$ cat src/rtl/core/srpc_pkg.sv
// ----------------------------------------------------------------------------
// srpc_pkg
// Shared types and constants of the record parser with CRC-32 check.
// ----------------------------------------------------------------------------
package srpc_pkg;

  localparam int unsigned REC_LEN    = 93;
  localparam int unsigned CRC_LEN    = 89;
  localparam int unsigned POS_W      = 7;
  localparam int unsigned CFG_IDX_W  = 1;
  localparam int unsigned CFG_W      = 32;
  localparam int unsigned FIFO_DEPTH = 4;

  localparam logic [31:0] CRC_POLY = 32'hEDB8_8320;
  localparam logic [31:0] ALL_ONES = 32'hFFFF_FFFF;

  localparam logic [CFG_IDX_W-1:0] REG_MAGIC   = 1'b0;
  localparam logic [CFG_IDX_W-1:0] REG_VERSION = 1'b1;

  typedef enum logic [1:0] {
    ST_OK          = 2'd0,
    ST_CORRUPT     = 2'd1,
    ST_BAD_VERSION = 2'd2
  } rec_status_t;

  typedef enum logic [2:0] {
    FID_HASH      = 3'd0,
    FID_HEIGHT    = 3'd1,
    FID_WORK      = 3'd2,
    FID_TIMESTAMP = 3'd3,
    FID_IDLE      = 3'd4,
    FID_FLUSH     = 3'd5
  } field_id_t;

  typedef struct packed {
    logic        is_status;
    field_id_t   field_id;
    logic [1:0]  word_index;
    logic [63:0] field_value;
    rec_status_t record_status;
  } result_t;

endpackage

$ cat src/rtl/core/state_record_parser_crc32_check.sv
// ----------------------------------------------------------------------------
// state_record_parser_crc32_check
// Fixed 93-byte record parser with field extraction and CRC-32 check.
// ----------------------------------------------------------------------------
// The input stream carries one record byte per word, with tlast on the final
// byte. Each field word is sent on the output stream as soon as it completes
// (tuser low), and the word with tlast ends the record with a status word
// (tuser high). The consumer keeps field words only if the status is ok.
// Magic and version registers are written through the cfg port, and the user
// must write them only while idle; the block itself does not enforce it.
// An input word is taken every cycle while the four-entry result queue has
// room; words that complete no field produce no output. An accepted word's
// result is written into the queue and loaded into the output register
// once that register is free. When the receiver stalls, results collect in
// the queue and tready falls once it is full.
// Synchronous reset clears the record state, the queue, the output valid and
// both configuration registers.
// ----------------------------------------------------------------------------
module state_record_parser_crc32_check #(
  parameter int unsigned FIFO_DEPTH = srpc_pkg::FIFO_DEPTH
) (
  input  logic                           clk,
  input  logic                           rst,
  input  logic                           cfg_wen,
  input  logic [srpc_pkg::CFG_IDX_W-1:0] cfg_index,
  input  logic [srpc_pkg::CFG_W-1:0]     cfg_data,
  input  logic                           s_tvalid,
  output logic                           s_tready,
  input  logic [7:0]                     s_tdata,   // [7:0] data_byte
  input  logic                           s_tlast,
  output logic                           m_tvalid,
  input  logic                           m_tready,
  // [2:0] field_id, [4:3] word_index, [68:5] field_value,
  // [70:69] record_status, [71] zero
  output logic [71:0]                    m_tdata,
  output logic                           m_tuser    // is_status
);

  localparam int unsigned CNT_W = $clog2(FIFO_DEPTH+1);

  logic              accept;
  logic              push;
  srpc_pkg::result_t push_data;
  logic              pop;
  srpc_pkg::result_t pop_data;
  logic              q_empty;
  logic              q_full;
  logic [CNT_W-1:0]  q_count;

  assign s_tready = !q_full;
  assign accept   = s_tvalid && s_tready;

  srpc_front u_front (
    .clk           (clk),
    .rst           (rst),
    .cfg_wen       (cfg_wen),
    .cfg_index     (cfg_index),
    .cfg_data      (cfg_data),
    .accept        (accept),
    .data_byte     (s_tdata),
    .end_of_record (s_tlast),
    .push          (push),
    .result        (push_data)
  );

  srpc_fifo #(
    .DEPTH (FIFO_DEPTH)
  ) u_fifo (
    .clk       (clk),
    .rst       (rst),
    .push      (push),
    .push_data (push_data),
    .pop       (pop),
    .pop_data  (pop_data),
    .empty     (q_empty),
    .full      (q_full),
    .count     (q_count)
  );

  srpc_out u_out (
    .clk      (clk),
    .rst      (rst),
    .q_empty  (q_empty),
    .q_data   (pop_data),
    .q_pop    (pop),
    .m_tvalid (m_tvalid),
    .m_tready (m_tready),
    .m_tdata  (m_tdata),
    .m_tuser  (m_tuser)
  );

`ifndef NO_ASSERTIONS
  a_count_range: assert property (@(posedge clk) disable iff (rst)
    q_count <= CNT_W'(FIFO_DEPTH))
    else $error("result queue count exceeds its depth");

  a_no_push_full: assert property (@(posedge clk) disable iff (rst)
    push |-> !q_full)
    else $error("result pushed into a full queue");

  a_status_clean: assert property (@(posedge clk) disable iff (rst)
    m_tvalid && m_tuser |-> m_tdata[68:0] == 69'd0)
    else $error("status word carries field data");

  a_field_id_range: assert property (@(posedge clk) disable iff (rst)
    m_tvalid && !m_tuser |-> m_tdata[2:0] <= 3'd5 && m_tdata[70:69] == 2'd0)
    else $error("field word with bad id or nonzero status");
`endif

endmodule

$ cat src/rtl/core/srpc_front.sv
// ----------------------------------------------------------------------------
// srpc_front
// Takes record bytes, tracks position and CRC, and classifies each byte.
// ----------------------------------------------------------------------------
module srpc_front (
  input  logic                            clk,
  input  logic                            rst,
  input  logic                            cfg_wen,
  input  logic [srpc_pkg::CFG_IDX_W-1:0]  cfg_index,
  input  logic [srpc_pkg::CFG_W-1:0]      cfg_data,
  input  logic                            accept,
  input  logic [7:0]                      data_byte,
  input  logic                            end_of_record,
  output logic                            push,
  output srpc_pkg::result_t               result
);

  logic [31:0]                  magic_word;
  logic [31:0]                  version_word;
  logic [srpc_pkg::POS_W-1:0]   byte_position;
  logic [31:0]                  crc_register;
  logic [63:0]                  assembly_shift;
  logic                         magic_bad;
  logic                         version_bad;

  logic [srpc_pkg::POS_W-1:0]   byte_position_next;
  logic [31:0]                  crc_register_next;
  logic [63:0]                  assembly_shift_next;
  logic                         magic_bad_next;
  logic                         version_bad_next;
  logic                         have_field;
  srpc_pkg::field_id_t          fid;
  logic [1:0]                   widx;
  logic [63:0]                  fval;
  srpc_pkg::rec_status_t        status;

  function automatic logic [31:0] crc_byte(input logic [31:0] crc_in, input logic [7:0] b);
    logic [31:0] c;
    c = crc_in ^ {24'd0, b};
    for (int k = 0; k < 8; k++) begin
      c = (c >> 1) ^ (c[0] ? srpc_pkg::CRC_POLY : 32'd0);
    end
    return c;
  endfunction

  always_ff @(posedge clk) begin
    if (rst) begin
      magic_word   <= '0;
      version_word <= '0;
    end else if (cfg_wen) begin
      case (cfg_index)
        srpc_pkg::REG_MAGIC:   magic_word   <= cfg_data;
        srpc_pkg::REG_VERSION: version_word <= cfg_data;
        default: ;
      endcase
    end
  end

  always_comb begin
    logic                       live;
    logic [srpc_pkg::POS_W-1:0] p;
    logic [srpc_pkg::POS_W-1:0] p_hash;
    logic [srpc_pkg::POS_W-1:0] p_work;
    p                   = byte_position;
    live                = (byte_position < srpc_pkg::POS_W'(srpc_pkg::REC_LEN));
    p_hash              = p - srpc_pkg::POS_W'(8);
    p_work              = p - srpc_pkg::POS_W'(44);
    byte_position_next  = byte_position;
    crc_register_next   = crc_register;
    assembly_shift_next = assembly_shift;
    magic_bad_next      = magic_bad;
    version_bad_next    = version_bad;
    have_field          = 1'b0;
    fid                 = srpc_pkg::FID_HASH;
    widx                = 2'd0;
    fval                = 64'd0;
    if (live) begin
      assembly_shift_next = {assembly_shift[55:0], data_byte};
      byte_position_next  = p + srpc_pkg::POS_W'(1);
      if (p < srpc_pkg::POS_W'(srpc_pkg::CRC_LEN)) begin
        crc_register_next = crc_byte(crc_register, data_byte);
      end
      if (p == srpc_pkg::POS_W'(3)) begin
        magic_bad_next = (assembly_shift_next[31:0] != magic_word);
      end else if (p == srpc_pkg::POS_W'(7)) begin
        version_bad_next = (assembly_shift_next[31:0] != version_word);
      end else if (p >= srpc_pkg::POS_W'(8) && p <= srpc_pkg::POS_W'(39)
                   && p_hash[2:0] == 3'd7) begin
        have_field = 1'b1;
        fid        = srpc_pkg::FID_HASH;
        widx       = p_hash[4:3];
        fval       = assembly_shift_next;
      end else if (p == srpc_pkg::POS_W'(43)) begin
        have_field = 1'b1;
        fid        = srpc_pkg::FID_HEIGHT;
        fval       = {32'd0, assembly_shift_next[31:0]};
      end else if (p >= srpc_pkg::POS_W'(44) && p <= srpc_pkg::POS_W'(75)
                   && p_work[2:0] == 3'd7) begin
        have_field = 1'b1;
        fid        = srpc_pkg::FID_WORK;
        widx       = p_work[4:3];
        fval       = assembly_shift_next;
      end else if (p == srpc_pkg::POS_W'(79)) begin
        have_field = 1'b1;
        fid        = srpc_pkg::FID_TIMESTAMP;
        fval       = {32'd0, assembly_shift_next[31:0]};
      end else if (p == srpc_pkg::POS_W'(80)) begin
        have_field = 1'b1;
        fid        = srpc_pkg::FID_IDLE;
        fval       = {63'd0, (data_byte != 8'd0)};
      end else if (p == srpc_pkg::POS_W'(88)) begin
        have_field = 1'b1;
        fid        = srpc_pkg::FID_FLUSH;
        fval       = assembly_shift_next;
      end
    end

    if (byte_position_next < srpc_pkg::POS_W'(srpc_pkg::REC_LEN)) begin
      status = srpc_pkg::ST_CORRUPT;
    end else if (magic_bad_next) begin
      status = srpc_pkg::ST_CORRUPT;
    end else if (version_bad_next) begin
      status = srpc_pkg::ST_BAD_VERSION;
    end else if (assembly_shift_next[31:0] != ~crc_register_next) begin
      status = srpc_pkg::ST_CORRUPT;
    end else begin
      status = srpc_pkg::ST_OK;
    end
  end

  always_comb begin
    push   = accept && (end_of_record || have_field);
    result = '0;
    if (end_of_record) begin
      result.is_status     = 1'b1;
      result.field_id      = srpc_pkg::FID_HASH;
      result.record_status = status;
    end else begin
      result.field_id      = fid;
      result.word_index    = widx;
      result.field_value   = fval;
      result.record_status = srpc_pkg::ST_OK;
    end
  end

  always_ff @(posedge clk) begin
    if (rst) begin
      byte_position  <= '0;
      crc_register   <= srpc_pkg::ALL_ONES;
      assembly_shift <= '0;
      magic_bad      <= 1'b0;
      version_bad    <= 1'b0;
    end else if (accept) begin
      if (end_of_record) begin
        byte_position  <= '0;
        crc_register   <= srpc_pkg::ALL_ONES;
        assembly_shift <= '0;
        magic_bad      <= 1'b0;
        version_bad    <= 1'b0;
      end else begin
        byte_position  <= byte_position_next;
        crc_register   <= crc_register_next;
        assembly_shift <= assembly_shift_next;
        magic_bad      <= magic_bad_next;
        version_bad    <= version_bad_next;
      end
    end
  end

endmodule

$ cat src/rtl/core/srpc_fifo.sv
// ----------------------------------------------------------------------------
// srpc_fifo
// Short queue of parsed results between the front and the output stage.
// ----------------------------------------------------------------------------
module srpc_fifo #(
  parameter int unsigned DEPTH = srpc_pkg::FIFO_DEPTH
) (
  input  logic              clk,
  input  logic              rst,
  input  logic              push,
  input  srpc_pkg::result_t push_data,
  input  logic              pop,
  output srpc_pkg::result_t pop_data,
  output logic              empty,
  output logic              full,
  output logic [$clog2(DEPTH+1)-1:0] count
);

  localparam int unsigned PTR_W = (DEPTH > 1) ? $clog2(DEPTH) : 1;
  localparam int unsigned CNT_W = $clog2(DEPTH+1);

  srpc_pkg::result_t  mem [DEPTH];
  logic [PTR_W-1:0]   wr_ptr;
  logic [PTR_W-1:0]   rd_ptr;
  logic               do_push;
  logic               do_pop;

  assign empty    = (count == '0);
  assign full     = (count == CNT_W'(DEPTH));
  assign do_push  = push && !full;
  assign do_pop   = pop && !empty;
  assign pop_data = mem[rd_ptr];

  always_ff @(posedge clk) begin
    if (do_push) begin
      mem[wr_ptr] <= push_data;
    end
  end

  always_ff @(posedge clk) begin
    if (rst) begin
      wr_ptr <= '0;
      rd_ptr <= '0;
      count  <= '0;
    end else begin
      if (do_push) begin
        wr_ptr <= (wr_ptr == PTR_W'(DEPTH-1)) ? '0 : wr_ptr + PTR_W'(1);
      end
      if (do_pop) begin
        rd_ptr <= (rd_ptr == PTR_W'(DEPTH-1)) ? '0 : rd_ptr + PTR_W'(1);
      end
      case ({do_push, do_pop})
        2'b10:   count <= count + CNT_W'(1);
        2'b01:   count <= count - CNT_W'(1);
        default: ;
      endcase
    end
  end

endmodule

$ cat src/rtl/core/srpc_out.sv
// ----------------------------------------------------------------------------
// srpc_out
// Output register that packs queued results onto the result stream.
// ----------------------------------------------------------------------------
module srpc_out (
  input  logic              clk,
  input  logic              rst,
  input  logic              q_empty,
  input  srpc_pkg::result_t q_data,
  output logic              q_pop,
  output logic              m_tvalid,
  input  logic              m_tready,
  output logic [71:0]       m_tdata,
  output logic              m_tuser
);

  srpc_pkg::result_t held;

  assign q_pop = !q_empty && (!m_tvalid || m_tready);

  always_ff @(posedge clk) begin
    if (rst) begin
      m_tvalid <= 1'b0;
    end else if (!m_tvalid || m_tready) begin
      m_tvalid <= !q_empty;
    end
  end

  always_ff @(posedge clk) begin
    if (q_pop) begin
      held <= q_data;
    end
  end

  assign m_tuser = held.is_status;
  assign m_tdata = {1'b0, held.record_status, held.field_value,
                    held.word_index, held.field_id};

endmodule

$ cat config.mk
export PLATFORM = sky130hd
export DESIGN_NAME = state_record_parser_crc32_check
export DESIGN_NICKNAME = d
export VERILOG_FILES = /design/src/rtl/core/srpc_pkg.sv /design/src/rtl/core/state_record_parser_crc32_check.sv /design/src/rtl/core/srpc_front.sv /design/src/rtl/core/srpc_fifo.sv /design/src/rtl/core/srpc_out.sv
export SDC_FILE = /design/constraint.sdc
export NUM_CORES = 1
export LEC_CHECK = 0
export BUFFER_PORTS_ARGS = -buffer_cell sky130_fd_sc_hd__buf_2
export CAP_MARGIN = 20
export CORE_MARGIN = 2
export CORE_UTILIZATION = 65
export CTS_BUF_LIST = sky130_fd_sc_hd__clkbuf_4
export DETAILED_ROUTE_END_ITERATION = 8
export PLACE_DENSITY_LB_ADDON = 0.05
export SYNTH_ARGS = -nofsm -noshare
export SYNTH_HDL_FRONTEND = slang
export SYNTH_SLANG_ARGS = --single-unit
$ cat constraint.sdc
create_clock -name clk -period 15.67 [get_ports clk]
set_input_delay 0.7835 -clock clk [delete_from_list [all_inputs] [get_ports clk]]
set_output_delay 0.7835 -clock clk [all_outputs]
set_load 0.01 [all_outputs]
Word level (Yosys, flattened, before mapping)
Memory sizes are Yosys's and may differ from the RTL's. A register that Yosys moved wholly into a read port is not among the register bits.
Index checks and enable logic that the tools add are counted.
Word-level totals
  bits in registers: 169
  bits in latches: 0
  RAM bits: 288
  ROM bits: 0
  output and inout bits: 75
  word-level logic and storage cells: 143
  memories: 1
Memory list
  u_fifo.mem: words 4, bits a word 72, rd ports 1, clocked after Yosys merged registers in 1, wr ports 1, line srpc_fifo.sv:22  | srpc_pkg::result_t mem [DEPTH];
Cells by class
  add/subtract/negate cells: 7
  $mul: 0
  div/mod/pow operators: 0
  order comparisons: 7
  eq/ne operators: 16
  shifts and indexed selects: 0
  multiplexer cells: 68
  bitwise logic cells: 11
  reductions and logical operators: 21
Operators by type and width (number)
  2-to-1 mux 64 bit: 9
  2-to-1 mux 32 bit: 11
  bitwise XOR 31 x 32 -> 32 bit: 8
  2-to-1 mux 56 bit: 2
  != test 32 bit: 3
  2-to-1 mux 66 bit: 1
  inverter 32 bit: 1
  bitwise XOR 32 x 8 -> 32 bit: 1
  2-to-1 mux 3 bit: 10
  2-to-1 mux 2 bit: 12
  == test 7 bit (second input constant): 3
  less-than comparator 7 bit (second input constant): 3
  2-to-1 mux 1 bit: 20
  2-to-1 mux 7 bit: 2
  subtractor 5 x 4 -> 5 bit (second input constant): 2
  == test 3 bit (second input constant): 3
  logical AND 1 bit: 9
  nonzero test 8 bit: 1
  adder 7 x 1 -> 7 bit (second input constant): 1
  == test 7 x 2 -> 1 bit (second input constant): 1
  == test 7 x 3 -> 1 bit (second input constant): 1
  == test 7 x 6 -> 1 bit (second input constant): 1
  >= comparator 7 x 4 -> 1 bit (second input constant): 1
  >= comparator 7 x 6 -> 1 bit (second input constant): 1
  other kinds (14): 23

Depth between registers and ports, before layout
Gate-level depths: netlist of the first run.
  depth in word-level cells: 26
  depth in mapped cells: 15
  gate-level depth less buffers: 15

Cells and area by module
A second synthesis of the first run with hierarchy kept.
Second synthesis, totals
  cells, all modules: 1696
  area total of the unflattened synthesis: 22918.2 µm²
Modules (own cells, without submodules)
  srpc_fifo: instances 1, cells each 430, area each 10857.9 µm², seq. area each 8828.5 µm²
  srpc_front: instances 1, cells each 1186, area each 9820.7 µm², seq. area each 3223.1 µm²
  srpc_out: instances 1, cells each 78, area each 2229.6 µm², seq. area each 2182.1 µm²
  state_record_parser_crc32_check: instances 1, cells each 2, area each 10.0 µm², seq. area each 0.0 µm²

Least setup slack after synthesis of the first run
OpenSTA, ideal clock, no wires.
  kind: input port to flip-flop
  from: input m_tready
  to: register u_fifo.count[2]
  setup time: 0.070 ns
  data arrival time: 5.842 ns
  data required time: 15.600 ns
  path slack: 9.757 ns
  stages on the path: 7
  buffers on the path: 0
  cells stage by stage: inv_1 a21oi_1 ha_1 fa_1 xnor2_1 or3_1 a21oi_1
On the way
  cells in the longest elaborated chain, start to end: 5
  elaborated cells on any way between the ends: 7
RTL lines
  from (decl): line state_record_parser_crc32_check.sv:32  | input logic m_tready,
  logical OR 1 bit (*): line srpc_out.sv:19  | assign q_pop = !q_empty && (!m_tvalid || m_tready);
  logical AND 1 bit (*): line srpc_out.sv:19
  net pop: line state_record_parser_crc32_check.sv:44  | logic pop;
  logical AND 1 bit (*): line srpc_fifo.sv:31  | assign do_pop = pop && !empty;
  == test 2 x 1 -> 1 bit or == test 2 bit (tied branches): line srpc_fifo.sv:52  | case ({do_push, do_pop})
  one-hot mux 3 bit (2 select lines) or nonzero test 2 bit (tied branches)
  to (signal assigned): line srpc_fifo.sv:53  | 2'b10: count <= count + CNT_W'(1);
  to (signal assigned): line srpc_fifo.sv:54  | 2'b01: count <= count - CNT_W'(1);
  to (decl): line srpc_fifo.sv:16  | output logic [$clog2(DEPTH+1)-1:0] count
Mark *: on every way through the listed nets, which the timed path passes. The rest lies on a longest branch.
A chain may end at the register's enable or synchronous reset.

Worst setup path in the final report of the first run
  from: register u_front.byte_position[4] in the netlist's numbering
  to: memory u_fifo.mem[3][62] in the netlist's numbering (enable)
On the way
  cells in the longest elaborated chain, start to end: 15
  elaborated cells on any way between the ends: 29
RTL lines
  from (decl): line srpc_front.sv:20  | logic [srpc_pkg::POS_W-1:0] byte_position;
  from (signal assigned): line srpc_front.sv:161  | byte_position <= byte_position_next;
  branches (longest 9 deep; another with >= comparator 7 x 6 -> 1 bit)
  2-to-1 mux 1 bit (*): line srpc_front.sv:77  | if (live) begin
  logical OR 1 bit (*): line srpc_front.sv:132  | push = accept && (end_of_record || have_field);
  logical AND 1 bit (*): line srpc_front.sv:132
  logical AND 1 bit (*): line srpc_fifo.sv:30  | assign do_push = push && !full;
  2-to-1 mux 1 bit (*): line srpc_fifo.sv:35  | if (do_push) begin
  2-to-1 mux 1 bit (not written as such) (*): line srpc_fifo.sv:36  | mem[wr_ptr] <= push_data;
  to (decl): line srpc_fifo.sv:22
Mark *: on every way between the ends.

==> reports/results.txt, run 1 <==
Period minus WS final: 4130 ps
Clk buf depth: 3
Placer congestion estimate: 0.923
Final slew viol count: 0
Share of cells above drive strength 1: 24.6%
Data arrival, critical path: 4560 ps
Placed cell area: 23,300 µm²
Total gr overflow: 0
IO Pins: 122
Routed Antenna Nets: 0
Fin crit share: 26.3%
Worst stage delay on the critical path: 690 ps
Largest net degree at the start of global routing: 77
Average wire per standard cell: 22.6 µm
Worst Hold Class: in2reg
Leak pwr: 0.00939 µW
Synth cell types: 67
Sink Count: 529
Sequential cell area: 14,200 µm²
TritonCTS clock tree: built
Via count: 14,000
Crit path cell chain: inv_1 > ha_1 > nand2b_1 > a41oi_1 > or4b_1 > a41oi_1 > o21a_1 > and2_4 > buf_4
Required @ worst endpoint: 16,100 ps
Die ar.: 36,000 µm²
Hold buffers post-CTS: 0
Synth top area share: 48.2%
Synth Flop Type: edfxtp_1
Worst path most repeated cell: a41oi_1
Die X: 190 µm
HP Start: cfg_data[30]
Worst-Margin Slew: 1040 ps
Die Y: 190 µm
Syn Inst Count: 1,642
Synth area leader: edfxtp_1
Num CTS Buffers: 132
Drt initial violations: 1,210
Power per cell area: 163 nW/µm²
Synth top area cells: edfxtp_1 (48%), dfxtp_1 (15%), mux4_2 (7.2%)
Post-CTS Setup Repair Bufs: 0
Status: complete, no violations
Switching share of total power: 30.7%
Number of max-cap violations: 0
Syn avg cell area: 13.6 µm²
Worst-Skew Late Latency: 850 ps
Vias in the first global route: 14,100
Initial antenna violation count: 2
Post-synth EDFFs: 360
Core footprint: 33,700 µm²
CTS clock-pin slew for the worst setup and hold paths: 70 ps
Area of the multi-input gates: 7670 µm²
FF-to-FF Start: u_front.byte_position[4]$_SDFFE_PP0P_
CP Capture Type: register
Initial Utilization: 66.5%
Async set-reset flop share out of synthesis: 0%
RSZ-0062 raised after global routing: false
CP Class: reg2reg
H-tree Lvls: 4
Max-slew headroom: 30.8%
Port bufs: 120
Critical-path top delay cell: buf_4
Comb power frac: 25.0%
Sequential share of the synthesized area: 63.3%
Critical Path Source Type: register
Number of gates resized after cts: 0
Residual DRC: 0
Yosys reg bits: 529
Area grow syn2layout: 12.2%
Pint: 2840 µW
FP Rows: 67
Post-Route Skew: 54.0 ps
Seq pwr share: 44.2%
Worst setup path startpoint: u_front.byte_position[4]$_SDFFE_PP0P_
Highest Clock Rate: 0.242 GHz
Clock Power Share: 30.7%
First-pass iteration count of the detailed router: 5
Crit-path max FO: 52
Setup total negative slack: 0 ps
DP Wirelength: 34.3 mm
# fillers: 2,231
Peak supply drop: 100 µV
Post-Synthesis Cell Area: 22,400 µm²
Final instance area: 25,100 µm²
Final WL: 53.2 mm
Post-layout net count: 1,859
First-pass GRT wire length: 82.2 mm
Yosys warnings: 0
Syn Nets: 1,708
Final Setup Violations: 0
Root buffer cell: clkbuf_4
Final Hold Viols: 0
All-layer global routing usage: 30.7%
Switching power: 1260 µW
Avg Vias per Cell: 5.97
-- per-stage QoR --
step | setup slack [ps] | utilization (%) | hold slack [ps] | std cells | total power [µW]
2_1_floorplan | 9760 | - | 448 | 1642 | 2560
3_3_place_gp | 11670 | 68.9 | 454 | 2106 | 2860
3_5_place_dp | 11610 | 69.0 | 458 | 2107 | 2870
4_1_cts | 11590 | 74.6 | 145 | 2350 | 4130
5_1_grt | 11350 | 74.6 | 167 | 2351 | 4290
6_report | 11540 | 74.6 | 199 | 2351 | 4100
-- power groups by stage --
stage               clock [µW]  combinational (µW)  sequential [µW]
global placement             0                1020             1840
floorplan                    0                 713             1850
detailed placement           0                1030             1840
global route              1350                1110             1830
CTS                       1280                1030             1820
finish                    1260                1030             1810
-- sequential cells by signal, summed over array words and instances, names as in the netlist --
register                count
u_out.m_tvalid              1
u_fifo.count                3
u_front.crc_register       32
u_out.m_tdata              71
u_front.magic_word         32
u_front.magic_bad           1
u_fifo.mem                288
u_out.m_tuser               1
u_fifo.wr_ptr               2
u_fifo.rd_ptr               2
u_front.version_word       32
u_front.byte_position       7
u_front.assembly_shift     56
u_front.version_bad         1
-- cells in the mapped netlist, drive strengths merged, types with 2 or more instances --
| cell type | n |
|---|---|
| edfxtp | 360 |
| nand2 | 187 |
| dfxtp | 169 |
| xnor2 | 106 |
| clkbuf | 96 |
| a21oi | 94 |
| nor2 | 85 |
| xor2 | 75 |
| and2 | 72 |
| mux4 | 72 |
| a22oi | 59 |
| mux2i | 38 |
| o211ai | 34 |
| o21ai | 29 |
| buf | 27 |
| ha | 18 |
| nor4 | 15 |
| nand4 | 13 |
| inv | 12 |
| nand3 | 12 |
| nor3 | 7 |
| nand2b | 5 |
| a31oi | 4 |
| nor2b | 4 |
| a2111oi | 3 |
| a211oi | 3 |
| a41oi | 3 |
| mux2 | 3 |
| nor3b | 3 |
| o21a | 3 |
| o22ai | 3 |
| or3 | 3 |
| nand3b | 2 |
| nor4b | 2 |
| o2111ai | 2 |
| o211a | 2 |
-- cells by family (layout without fill, tap and decap cells) --
kind of cell | after synthesis | in the layout | share of synthesized area [%]
flops | 529 | 529 | 63.3
simple gates | 415 | 415 | 8.54
compound gates | 248 | 248 | 7.09
xor+xnor | 182 | 182 | 8.10
buf+inv | 135 | 395 | 2.68
mux | 113 | 113 | 9.14
fa+ha+maj | 19 | 19 | 1.09
other cells | 1 | 2 | 0.0167
-- final cells by class --
cell class,instances,share of cell area [%]
Antenna cell,1,0.00996
Clock buffer,203,6.06
Clock inverter,40,1.42
Tap cell,448,2.23
Multi-Input combinational cell,978,30.5
Sequential cell,529,56.5
Inverter,12,0.179
Timing Repair Buffer,140,3.08
-- critical path: cells and delay by family (launching register included) --
kind,cells,cell delay [ps]
adder cells (fa/ha/maj),1,250
AO/OA/AOI/OAI,3,700
flip-flops,1,600
buffers and inverters,2,940
AND/OR/NAND/NOR,3,1140
-- layer usage --
layer / global-route usage [%] / wire (µm) / up-vias
li1: - / - / 6407
met1: 41.1 / 21700 / 6938
met2: 49.7 / 26300 / 586
met3: 6.29 / 3590 / 106
met4: 12.9 / 1550 / 0
met5: 0 / 0 / -
-- final timing paths --
check | end | slack, ps | cells past startpoint
max | u_fifo.mem[3][62]$_DFFE_PP_ | 11540 | 9
min reg2reg | u_front.magic_word[6]$_SDFFE_PP0P_ | 470 | 2
min | u_front.version_word[30]$_SDFFE_PP0P_ | 200 | 3
max reg2reg | u_fifo.mem[3][62]$_DFFE_PP_ | 11540 | 9
-- placed cells by master (no fill, tap or decap), types with 4 or more instances in the layout --
cell type	netlist	routed
edfxtp_1	360	360
clkbuf_4	2	203
nand2_1	187	187
dfxtp_1	169	167
buf_2	7	119
xnor2_1	94	94
a21oi_1	94	92
nor2_1	85	85
xor2_1	73	73
mux4_2	72	72
and2_1	72	68
a22oi_1	59	59
mux2i_1	37	37
o211ai_1	34	34
clkinv_1	0	25
o21ai_0	21	20
buf_4	4	20
ha_1	18	18
nor4_1	15	15
nand4_1	13	13
nand3_1	12	12
inv_1	10	10
xnor2_4	8	8
bufinv_16	0	7
nor3_1	7	6
o21ai_1	6	6
nand2b_1	5	5
inv_2	2	4
a31oi_1	4	4
xnor2_2	4	4
and2_4	0	4
Note: power is estimated with default switching activity, not from simulation.
==> inputs of run 2 (changes only) <==
- CORE_UTILIZATION: 65 -> 63
- clock period: 15.67 -> 4.27 ns (I/O delays scaled with it)
==> reports/results.txt, run 2 (synthesized netlist as in run 1, its figures left out) <==
Share of cells above drive strength 1: 24.5%
Total gr overflow: 0
# fillers: 2,355
First-pass GRT wire length: 80.6 mm
Critical-path top delay cell: or4b_1
Vias in the first global route: 14,200
Data arrival, critical path: 4510 ps
CP Capture Type: register
TritonCTS clock tree: built
Reg-to-reg setup timing slack: 500 ps
HP Start: s_tvalid
Placed cell count: 2,143
Area of the multi-input gates: 7670 µm²
Drt initial violations: 909
Final WL: 52.4 mm
Routed Antenna Nets: 0
Worst stage delay on the critical path: 650 ps
Final Setup Violations: 0
Sink Count: 529
FP Rows: 69
Hold Worst Slack: 63.3 ps
Max-slew headroom: 32.2%
Non-Filler Instances: 2,430
Worst setup path startpoint: u_front.byte_position[4]$_SDFFE_PP0P_
Via count: 14,000
Die X: 193 µm
R2r worst-path depth: 13
First-pass iteration count of the detailed router: 6
CTS clock-pin slew for the worst setup and hold paths: 60 ps
Status: complete, no violations
Core footprint: 35,300 µm²
Crit-path max FO: 12
Sequential cell area: 14,200 µm²
Worst-Margin Slew: 1010 ps
RSZ-0062 raised after global routing: false
Period minus WS final: 3770 ps
Setup total negative slack: 0 ps
H-tree Lvls: 4
Design Power: 14,700 µW
Crit path cell chain: inv_1 > ha_1 > nand2b_1 > a41oi_1 > or4b_1 > a41oi_1 > o21a_1 > inv_2 > ha_1 > fa_1 > xnor2_1 > or3_1 > a21oi_1
Leak pwr: 0.00970 µW
WHS Endpoint: u_front.crc_register[7]$_SDFFE_PP1P_
Number of max-cap violations: 0
Worst Hold Class: in2reg
Avg Vias per Cell: 5.78
Post-CTS Setup Repair Bufs: 0
Commonest non-fill, non-tap cell in the layout: edfxtp_1
Largest register FFs: 288
Average wire per standard cell: 21.6 µm
Post-Route Skew: 41.4 ps
Final slew viol count: 0
Placed cell area: 23,500 µm²
Hold Path Depth: 3
Root buffer cell: clkbuf_4
Reg2reg end: u_fifo.count[2]$_SDFFE_PP0P_
CP Class: reg2reg
Critical Path Source Type: register
Initial antenna violation count: 1
Most frequent cells in the layout: edfxtp_1 (360), clkbuf_4 (200), nand2_1 (187)
Worst-Skew Late Latency: 840 ps
Regs by FF count: u_fifo.mem x288, u_out.m_tdata x71, u_front.assembly_shift x56
Final Hold Viols: 0
Highest Clock Rate: 0.265 GHz
Port bufs: 120
Clk buf depth: 3
Peak supply drop: 598 µV
Area grow syn2layout: 15.1%
Die ar.: 37,100 µm²
Required @ worst endpoint: 5010 ps
All-layer global routing usage: 29.3%
Die Y: 193 µm
Final instance area: 25,800 µm²
Residual DRC: 0
FF-to-FF Start: u_front.byte_position[4]$_SDFFE_PP0P_
IO Pins: 122
DP Wirelength: 33.5 mm
Largest reg by FF count: u_fifo.mem
Initial Utilization: 63.5%
Largest net degree at the start of global routing: 93
Post-layout net count: 1,941
Num CTS Buffers: 137
Fin crit share: 88.3%
Power per cell area: 572 nW/µm²
Placer congestion estimate: 0.934
[run 2: cell types whose count changed in the layout (fill, tap and decap cells not counted), moves of 4 or more]
cell | before | now
buf_12 | 0 | 8
buf_4 | 20 | 35
bufinv_16 | 7 | 3
clkinv_1 | 25 | 21
dlygate4sd3_1 | 0 | 54
[run 2: cell type report]
| class | count | area share, % |
|---|---|---|
| timing repair buffer | 217 | 6.15 |
| multi-input combinational | 978 | 29.8 |
| inverter | 12 | 0.175 |
| sequential | 529 | 55.1 |
| antenna | 2 | 0.0194 |
| tap | 461 | 2.24 |
| clock inverter | 31 | 0.767 |
| clock buffer | 200 | 5.82 |
[run 2: layer usage]
metal / vias up / share of wire (%) / global-route usage, %
met5: - / 0 / 0
met4: 0 / 2.7 / 12.0
met3: 83 / 5.8 / 5.98
met2: 486 / 49 / 47.4
met1: 6907 / 42 / 38.9
li1: 6570 / - / -
[run 2: how the worst max path moves through the flow]
stage	end	slack (ps)	cells after the start
global placement	u_fifo.count[2]$_SDFFE_PP0P_	560	13
floorplan	u_fifo.mem[0][0]$_DFFE_PP_	170	10
finish	u_fifo.count[2]$_SDFFE_PP0P_	500	13
CTS	u_fifo.count[2]$_SDFFE_PP0P_	490	13
detailed placement	u_fifo.count[2]$_SDFFE_PP0P_	530	13
global route	u_fifo.count[2]$_SDFFE_PP0P_	300	13
[run 2: per-stage QoR]
step           setup slack [ps]  util (%)
2_1_floorplan               171         -
3_3_place_gp                561      66.6
3_5_place_dp                533      66.7
4_1_cts                     487      73.0
5_1_grt                     295      73.0
6_report                    499      73.0
[run 2: what timing repair did]
item	4_1_cts	5_1_grt
hold buffers	54	0
setup endpoints to repair	0	0
resized for setup	0	0
hold endpoints to repair	153	0
[run 2: power by group]
part | total (µW) | internal, µW | switching, µW | leakage (µW)
registers | 6630 | 6210 | 424 | 0.00500
clock network | 4250 | 2310 | 1940 | 0.00102
logic | 3860 | 1690 | 2170 | 0.00368
[run 2: critical path, delay by kind of cell, from the launching register on]
family | cells | cell delay (ps)
fa+ha+maj | 3 | 850
simple gates | 3 | 1030
flops | 1 | 590
xor+xnor | 1 | 140
compound gates | 4 | 750
buf+inv | 2 | 300
==> inputs of run 3 (changes only) <==
- CELL_PAD_IN_SITES_DETAIL_PLACEMENT: not set -> 0
- CELL_PAD_IN_SITES_GLOBAL_PLACEMENT: not set -> 2
- CORE_UTILIZATION: 63 -> 45
- RECOVER_POWER: not set -> 50
- SETUP_SLACK_MARGIN: not set -> 0.5
==> reports/results.txt, run 3 (synthesized netlist as in run 1, its figures left out) <==
Status: finished, violations left
Failing checks: capacitance limit, slew limit
CTS clock-pin slew for the worst setup and hold paths: 60 ps
Final WL: 59.1 mm
FP Rows: 81
Avg Vias per Cell: 5.23
Final Setup Violations: 0
GR Util met1: 30.3%
All-layer global routing usage: 23.7%
Sink Count: 529
Post-Route Skew: 43.5 ps
Period minus WS final: 3720 ps
CP Class: reg2reg
Worst Hold Class: in2reg
Power per cell area: 564 nW/µm²
Share of cells above drive strength 1: 21.5%
Data arrival, critical path: 4580 ps
Most crowded layer after global routing: met2
Setup total negative slack: 0 ps
Drt initial violations: 726
Root buffer cell: clkbuf_4
Die ar.: 51,600 µm²
Peak supply drop: 345 µV
DP Wirelength: 37.9 mm
H-tree Lvls: 4
Max-slew headroom: -76.2%
Final slew viol count: 228
Worst-Margin Slew: 2640 ps
# fillers: 4,346
Clk buf depth: 3
Worst-Skew Late Latency: 990 ps
Total gr overflow: 0
Via count: 14,200
Routed Antenna Nets: 0
Average wire per standard cell: 21.8 µm
Met3 global-route usage: 6.26%
Most frequent cells in the layout: edfxtp_1 (360), clkbuf_4 (221), nand2_1 (187)
Core footprint: 49,100 µm²
Met2 GRT Util: 38.8%
Final setup margin: 553 ps
Area grow syn2layout: 18.4%
First-pass GRT wire length: 89.2 mm
Largest register FFs: 288
Vias in the first global route: 14,600
Required @ worst endpoint: 5130 ps
Residual DRC: 0
Commonest non-fill, non-tap cell in the layout: edfxtp_1
Initial antenna violation count: 2
Final Hold Viols: 0
Leak pwr: 0.00973 µW
Regs by FF count: u_fifo.mem x288, u_out.m_tdata x71, u_front.assembly_shift x56
Largest net degree at the start of global routing: 77
Num CTS Buffers: 141
Number of max-cap violations: 5
Highest Clock Rate: 0.269 GHz
First-pass iteration count of the detailed router: 5
Critical Path Source Type: register
TritonCTS clock tree: built
Placer congestion estimate: 0.841
Post-CTS Setup Repair Bufs: 0
Placed cell count: 2,358
Die X: 227 µm
Port bufs: 120
RSZ-0062 raised after global routing: false
Pre-CTS WS: 632 ps
Largest reg by FF count: u_fifo.mem
Fin crit share: 87.0%
CP Capture Type: register
Post-layout net count: 1,997
Initial Utilization: 45.7%
Non-Filler Instances: 2,714
Post-layout util: 54.1%
Crit-path max FO: 10
Die Y: 227 µm
IO Pins: 122
[run 3: cell type report]
| class | count | area [µm²] | area share [%] |
|---|---|---|---|
| diodes | 7 | 17.5 | 0.0660 |
| clock buffers | 221 | 1660 | 6.25 |
| clock inverters | 34 | 166 | 0.627 |
| inverters | 12 | 45.0 | 0.170 |
| multi-input cells | 978 | 7670 | 28.9 |
| flip-flops and latches | 529 | 14200 | 53.5 |
| well taps | 664 | 831 | 3.13 |
| repair buffers | 269 | 1940 | 7.30 |
[run 3: metrics by stage]
stage	total power [µW]	hold WS, ps	area, µm²
detailed placement	10700	460	23900
finish	15000	91.3	26500
global route	15800	-3.35	26500
CTS	15200	2.10	26700
floorplan	9360	312	22400
global placement	10700	453	23900
[run 3: power by group]
| part | switching [µW] | internal, µW |
|---|---|---|
| Sequential | 443 | 6220 |
| Combinational | 2200 | 1630 |
| Clock | 2090 | 2360 |
| Total | 4730 | 10200 |
[run 3: critical path, cell delays in order (launching register included)]
cell and delay, ps:
dfxtp_1 570, ha_1 290, nand2_1 80, o21ai_1 120, a21oi_1 50, or4b_1 600
a41oi_1 260, o21a_1 260, inv_1 140, ha_1 240, fa_1 380, xnor2_1 150
or3_1 320, a21oi_1 150
[run 3: per-layer routing]
metal | share of wire (%) | up-vias
met5 | 0 | -
met4 | 2.6 | 0
met3 | 4.3 | 95
met2 | 49 | 328
met1 | 44 | 7064
li1 | - | 6697
[run 3: timing repair]
item,in CTS,in global routing
endpoints found under the setup margin,0,5
endpoints found under the hold margin,153,0
hold buffers,94,0
resized for setup,0,3
[run 3: final timing paths]
| check | startpoint | end | cells past startpoint | slack [ps] |
|---|---|---|---|---|
| max | u_front.byte_position[2]$_SDFFE_PP0P_ | u_fifo.count[2]$_SDFFE_PP0P_ | 13 | 550 |
| min reg2reg | u_front.version_word[18]$_SDFFE_PP0P_ | u_front.version_word[18]$_SDFFE_PP0P_ | 2 | 470 |
| max reg2reg | u_front.byte_position[2]$_SDFFE_PP0P_ | u_fifo.count[2]$_SDFFE_PP0P_ | 13 | 550 |
| min | cfg_data[12] | u_front.version_word[12]$_SDFFE_PP0P_ | 4 | 90 |
